**config.mk**
```make
export PLATFORM = sky130hd
export DESIGN_NAME = bvsa_ctrl
export DESIGN_NICKNAME = d
export VERILOG_FILES = /design/src/hw/rtl/bvsa_pkg.sv /design/src/hw/rtl/bvsa_ctrl.sv
export SDC_FILE = /design/constraint.sdc
export NUM_CORES = 1
export LEC_CHECK = 0
export BUFFER_PORTS_ARGS = -buffer_cell sky130_fd_sc_hd__buf_2
export CAP_MARGIN = 20
export CORE_MARGIN = 2
export CORE_UTILIZATION = 47
export CTS_CLUSTER_DIAMETER = 50
export CTS_CLUSTER_SIZE = 25
export DETAILED_ROUTE_END_ITERATION = 7
export HOLD_SLACK_MARGIN = 0.12
export PLACE_DENSITY = 0.74
export SETUP_SLACK_MARGIN = 0.2
export SYNTH_ARGS = -nofsm -noshare
export SYNTH_HDL_FRONTEND = slang
export SYNTH_SLANG_ARGS = --single-unit
```
**constraint.sdc**
```tcl
create_clock -name clock -period 2.3 [get_ports clock]
set_input_delay 0.23 -clock clock [delete_from_list [all_inputs] [get_ports clock]]
set_output_delay 0.23 -clock clock [all_outputs]
set_load 0.01 [all_outputs]
```
**src/hw/rtl/bvsa_pkg.sv**
```systemverilog
package bvsa_pkg;

   localparam int CNT_W      = 16;          // index width, lists wrap at 2^16
   localparam int DIV_STEPS  = 64;          // quotient bits
   localparam int DIV_CNT_W  = $clog2(DIV_STEPS);

   typedef struct packed {
      logic capture;   // take the input word
      logic prep;      // magnitudes, signs, candidate test
      logic mul1;      // |A|*|B|, d*d, (1-f)*f
      logic div_init;
      logic div_step;
      logic mul2;      // Q*G partial products
      logic add1;
      logic mul3;      // R*|obj| partial products
      logic add2;
      logic sat;
      logic update;    // running argmax
      logic advance;   // next index, list continues
      logic emit;      // load result, restart list
   } cmd_type;

   typedef struct packed {
      logic cand;
      logic last;
      logic out_free;
   } sts_type;

endpackage

```
**src/hw/rtl/bvsa_ctrl.sv**
```systemverilog
module bvsa_ctrl import bvsa_pkg::*; (
   input  logic    clock,
   input  logic    reset,
   input  logic    req_valid,
   output logic    req_stall,
   input  sts_type sts,
   output cmd_type cmd
);

   typedef enum logic [3:0] {
      ST_IDLE, ST_PREP, ST_MUL1, ST_DINIT, ST_DIV, ST_MUL2, ST_ADD1,
      ST_MUL3, ST_ADD2, ST_SAT, ST_UPD, ST_FINISH
   } state_type;

   state_type              state_ff, state_in;
   logic [DIV_CNT_W-1:0]   cnt_ff, cnt_in;

   always_comb begin
      state_in = state_ff;
      cnt_in   = cnt_ff;
      cmd      = '0;
      case (state_ff)
         ST_IDLE: begin
            if (req_valid) begin
               cmd.capture = 1'b1;
               state_in    = ST_PREP;
            end
         end
         ST_PREP: begin
            cmd.prep = 1'b1;
            state_in = ST_MUL1;
         end
         ST_MUL1: begin
            // candidate flag is valid from here on
            if (sts.cand) begin
               cmd.mul1 = 1'b1;
               state_in = ST_DINIT;
            end else begin
               state_in = ST_FINISH;
            end
         end
         ST_DINIT: begin
            cmd.div_init = 1'b1;
            cnt_in       = '0;
            state_in     = ST_DIV;
         end
         ST_DIV: begin
            cmd.div_step = 1'b1;
            cnt_in       = cnt_ff + DIV_CNT_W'(1);
            if (cnt_ff == DIV_CNT_W'(DIV_STEPS - 1)) state_in = ST_MUL2;
         end
         ST_MUL2: begin
            cmd.mul2 = 1'b1;
            state_in = ST_ADD1;
         end
         ST_ADD1: begin
            cmd.add1 = 1'b1;
            state_in = ST_MUL3;
         end
         ST_MUL3: begin
            cmd.mul3 = 1'b1;
            state_in = ST_ADD2;
         end
         ST_ADD2: begin
            cmd.add2 = 1'b1;
            state_in = ST_SAT;
         end
         ST_SAT: begin
            cmd.sat  = 1'b1;
            state_in = ST_UPD;
         end
         ST_UPD: begin
            cmd.update = 1'b1;
            state_in   = ST_FINISH;
         end
         ST_FINISH: begin
            if (!sts.last) begin
               cmd.advance = 1'b1;
               state_in    = ST_IDLE;
            end else if (sts.out_free) begin
               cmd.emit = 1'b1;
               state_in = ST_IDLE;
            end
         end
         default: state_in = ST_IDLE;
      endcase
   end

   always_ff @(posedge clock) begin
      if (reset) begin
         state_ff <= ST_IDLE;
         cnt_ff   <= '0;
      end else begin
         state_ff <= state_in;
         cnt_ff   <= cnt_in;
      end
   end

   assign req_stall = (state_ff != ST_IDLE);

endmodule

```
# Yosys cells after proc, flatten, opt, wreduce, memory -nomap -nowiden

Index checks and enable logic that the tools add are counted.

Output and inout port bits: 14
Flip-flop bits (word level): 10
Logic and storage cells: 46

Reductions and logical operators: 4
Add/sub/neg operators: 1
Equality and inequality tests: 15
Multiplexer cells: 24

Operator list:

| cell                | count |
|---|---|
| $pmux 4 s12         | 1 |
| $mux 4              | 5 |
| $eq 4x3->1 const B  | 4 |
| $eq 4x4->1 const B  | 4 |
| $mux 1              | 16 |
| $pmux 6 s2          | 1 |
| $eq 4x2->1 const B  | 2 |
| $add 6x1->6 const B | 1 |
| $eq 6x6->1 const B  | 1 |
| $eq 4x1->1 const B  | 1 |
| $logic_not 4->1     | 1 |
| $ne 2x2->1 const B  | 2 |
| $reduce_bool 4->1   | 1 |
| $ne 3x3->1 const B  | 1 |
| $reduce_and 3->1    | 1 |
| $mux 2              | 1 |
| $reduce_bool 2->1   | 1 |

# Depth between registers and ports, before layout

Depth in word-level cells: 3
Gate-level depth with buffers: 5

# Worst setup path before layout

Ideal clock, no wire load.

Path type: register -> register
Start point: register state_ff[0]
End point: register cnt_ff[5]
Data required time: 2.230 ns
Period minus slack after synthesis: 1.642 ns
Data arrival time: 1.571 ns
Path buffers: 1
Cell stages (with the launch flop): 5
Path slack: 0.658 ns
Cells stage by stage: dfxtp_1 -> or4b_1 -> buf_2 -> or4_1 -> a21oi_1

Longest elaborated chain between the ends: 2
Elaborated cells between the ends (all ways): 4

Ends and longest elaborated chain:

| element                                                | line            | RTL |
|---|---|---|
| start: declaration                                     | bvsa_ctrl.sv:15 | `state_type state_ff, state_in;` |
| start signal: assignment                               | bvsa_ctrl.sv:94 | `state_ff <= state_in;` |
| $eq 4x3->1 / $eq 4x2->1 (equally long branches)        | bvsa_ctrl.sv:22 | `case (state_ff)` |
| $pmux 6 s2 / $reduce_bool 2->1 (equally long branches) | n/a             |  |
| end signal: assignment                                 | bvsa_ctrl.sv:95 | `cnt_ff <= cnt_in;` |
| end: declaration                                       | bvsa_ctrl.sv:16 | `logic [DIV_CNT_W-1:0] cnt_ff, cnt_in;` |

Several ways; a longest one is shown, not always the timed one.
A chain may end at the register's enable or synchronous reset.

==> metrics.csv <==
stage;metric;value;unit
status;run_status;completed;
drt;drc;0;
cts;clk-insertion-delay-late;0.26;ns
cts;cts_tree;done;
logic_synthesis;synthesis.instances;81;
logic_synthesis;postSynthNetCount;88;
pwr;pwr_density_cell;588;nW/µm²
grt;grt_antenna_before_repair;0;
floorplanning;num_io_pins;20;
timing;finalHoldViolCount;0;
finish;mostFrequentLayoutCells;sky130_fd_sc_hd__buf_2, sky130_fd_sc_hd__nand2_1, sky130_fd_sc_hd__dfxtp_1;
logic_synthesis;syn_area;616;µm²
job;maxCapViolations;0;
timing;fin_worst_skew;0.00677;ns
place;hpwlAfterDp;979;µm
drt;route.vias.total;645;
place;gpl.final_weighted_congestion;0.771;
timing;rsz0062_at_grt;false;
logic_synthesis;yosysWarnings;0;
drt;drt_first_pass_iters;4;
timing;period_share;0.824;
timing;hold_slack;0.275;ns
pwr;netSwitchingFraction;0.320;
pwr;power_report.internal_total;0.000299;W
finish;area.growth.synth_to_final;21.5;%
logic_synthesis;share_of_synthesized_flip_flops_with_an_asynchronous_set_or_reset;0;
setup_path;required;2.07;ns
finish;total_nets_final;108;
setup_path;path_class;reg2out;
setup_path;critPathArrivalTime;1.67;ns
logic_synthesis;synthFlopType;sky130_fd_sc_hd__dfxtp_1;
floorplanning;floorplan.initialDensity;0.485;
pwr;ir_worst_vdd;357;µV
timing;achievable-frequency;527;MHz
drt;vias_per_cell;5.66;
finish;final.fill_count;122;
finish;drive_above_1_share;0.273;
logic_synthesis;synth.ff_latch_count;10;
grt;vias_in_the_first_global_route;433;
pwr;comb_power_share;0.292;
drt;finalWirelength;1.35;mm
grt;gr-usage-all-layers;0.188;
finish;mostFrequentLayoutCell;sky130_fd_sc_hd__buf_2;
logic_synthesis;sequential_area_share_after_synthesis;0.325;
grt;grt_start_max_net_pins;15;
floorplanning;die_width;40.2;µm
timing;drv_slew;0;
floorplanning;core_area;1270;µm²
floorplanning;fp.dieArea;1620;µm²
cts;cts_buffer_depth;2;
cts;clockRootBuffer;sky130_fd_sc_hd__clkbuf_4;
drt;avgRoutedWirePerCell;11.9;µm
setup_path;critical_path.endpoint_type;output pin;
cts;clk_pin_slew_worst_paths;0.06;ns
cts;cts-buffers-inserted;3;
floorplanning;placementRows;13;
pwr;leakagePower;0.352;nW
logic_synthesis;synth.distinct_cells;31;
timing;worst_slew_margin_rel;0.762;
logic_synthesis;synth_enable_flop_cells;0;
timing;final_total_negative_setup_slack;0;ns
cts;cts-htree-levels;1;
drt;number_of_nets_with_antenna_violations_after_detailed_routing;0;
logic_synthesis;post_synth.cell_area_avg;7.60;µm²
pwr;power_frac_seq;0.451;
finish;num_antenna_cells;0;
cts;tritoncts_num_sinks;10;
setup_path;worstPathMaxFanout;13;
floorplanning;floorplan_die_height;40.2;µm
timing;worstMarginPinSlew;0.357;ns
drt;initialDrtViolationCount;18;
pwr;total_switching_power;0.000141;W
setup_path;kind_of_start_point_of_the_critical_path;flip-flop;
timing;final-setup-viol-count;0;
place;port_buffers;19;
pwr;power.clock.fraction;0.257;
grt;gr-total-overflow;0;
min_path;min_path_type;in2reg;
timing;finalWorstPathRequiredPeriod;1.90;ns
grt;grt_first_pass_wirelength;1.98;mm
==> kinds of logic after synthesis <==
group | after synthesis | share of synthesized area
AND/OR/NAND/NOR | 41 | 0.374
AO/OA/AOI/OAI | 18 | 0.195
flip-flops | 10 | 0.325
buffers and inverters | 9 | 0.0569
XOR/XNOR | 2 | 0.0285
adder cells (fa/ha/maj) | 1 | 0.0203
==> registers in the layout, summed over array words and instances (netlist names) <==
| name | flops |
|---|---|
| cnt_ff | 6 |
| state_ff | 4 |
==> metrics by stage <==
stage | power [W] | instances | utilization | setup slack [ns] | instance area [µm²]
3_3_place_gp | 0.000325 | 111 | 0.568 | 0.419 | 721
5_1_grt | 0.000471 | 114 | 0.590 | 0.302 | 748
6_report | 0.000440 | 114 | 0.590 | 0.404 | 748
2_1_floorplan | 0.000285 | 81 | - | 0.658 | 616
4_1_cts | 0.000442 | 114 | 0.586 | 0.236 | 743
3_5_place_dp | 0.000327 | 111 | 0.568 | 0.385 | 721
==> power groups by stage <==
stage          combinational, W  clock [W]  sequential [W]
2_1_floorplan         0.0000898          0        0.000196
3_3_place_gp           0.000124          0        0.000201
3_5_place_dp           0.000127          0        0.000201
4_1_cts                0.000127   0.000118        0.000197
5_1_grt                0.000143   0.000128        0.000201
6_report               0.000129   0.000113        0.000198
==> worst paths after layout <==
check / startpoint / endpoint / slack [ns] / cells after the start
max: state_ff[3]$_SDFFE_PP0P_ / cmd[8] / 0.40 / 3
min: reset / state_ff[1]$_SDFFE_PP0P_ / 0.27 / 2
max reg2reg: state_ff[3]$_SDFFE_PP0P_ / cnt_ff[5]$_SDFFE_PP0P_ / 0.53 / 3
min reg2reg: cnt_ff[1]$_SDFFE_PP0P_ / cnt_ff[1]$_SDFFE_PP0P_ / 0.51 / 2
==> area by class of cell <==
cell class | count | area (µm²) | share of cell area
flip-flops and latches | 10 | 201 | 0.269
clock buffers | 3 | 22.5 | 0.0301
well taps | 15 | 18.8 | 0.0251
inverters | 3 | 11.3 | 0.0151
multi-input cells | 62 | 384 | 0.513
repair buffers | 21 | 110 | 0.147
==> critical path, stage by stage, from the launching register on <==
cell	delay, ns
sky130_fd_sc_hd__dfxtp_1	0.41
sky130_fd_sc_hd__or4b_4	0.64
sky130_fd_sc_hd__inv_1	0.19
sky130_fd_sc_hd__buf_2	0.17
==> synthesized netlist by cell type, types with 3 or more instances <==
cell type | instances | area, µm²
sky130_fd_sc_hd__nand2b_1 | 4 | 25.0
sky130_fd_sc_hd__nand2_1 | 10 | 37.5
sky130_fd_sc_hd__nand3_1 | 4 | 20.0
sky130_fd_sc_hd__a21oi_1 | 6 | 30.0
sky130_fd_sc_hd__and3_1 | 3 | 18.8
sky130_fd_sc_hd__nor3_1 | 6 | 30.0
sky130_fd_sc_hd__clkbuf_1 | 4 | 15.0
sky130_fd_sc_hd__inv_1 | 3 | 11.3
sky130_fd_sc_hd__dfxtp_1 | 10 | 200
sky130_fd_sc_hd__nor2_1 | 4 | 15.0
==> layer usage <==
| layer | track usage | vias up | part of all wire |
|---|---|---|---|
| li1 | - | 336 | - |
| met1 | 0.290 | 291 | 0.49 |
| met2 | 0.214 | 16 | 0.43 |
| met3 | 0.100 | 2 | 0.068 |
| met4 | 0.0500 | 0 | 0.0074 |
| met5 | 0 | - | 0 |
==> what timing repair did <==
action                                  in CTS  in global routing
resized for setup                            0                  2
buffers inserted                             0                  0
endpoints found under the setup margin       0                  1
hold buffers                                 0                  0
Note: power is estimated with default switching activity, not from simulation.
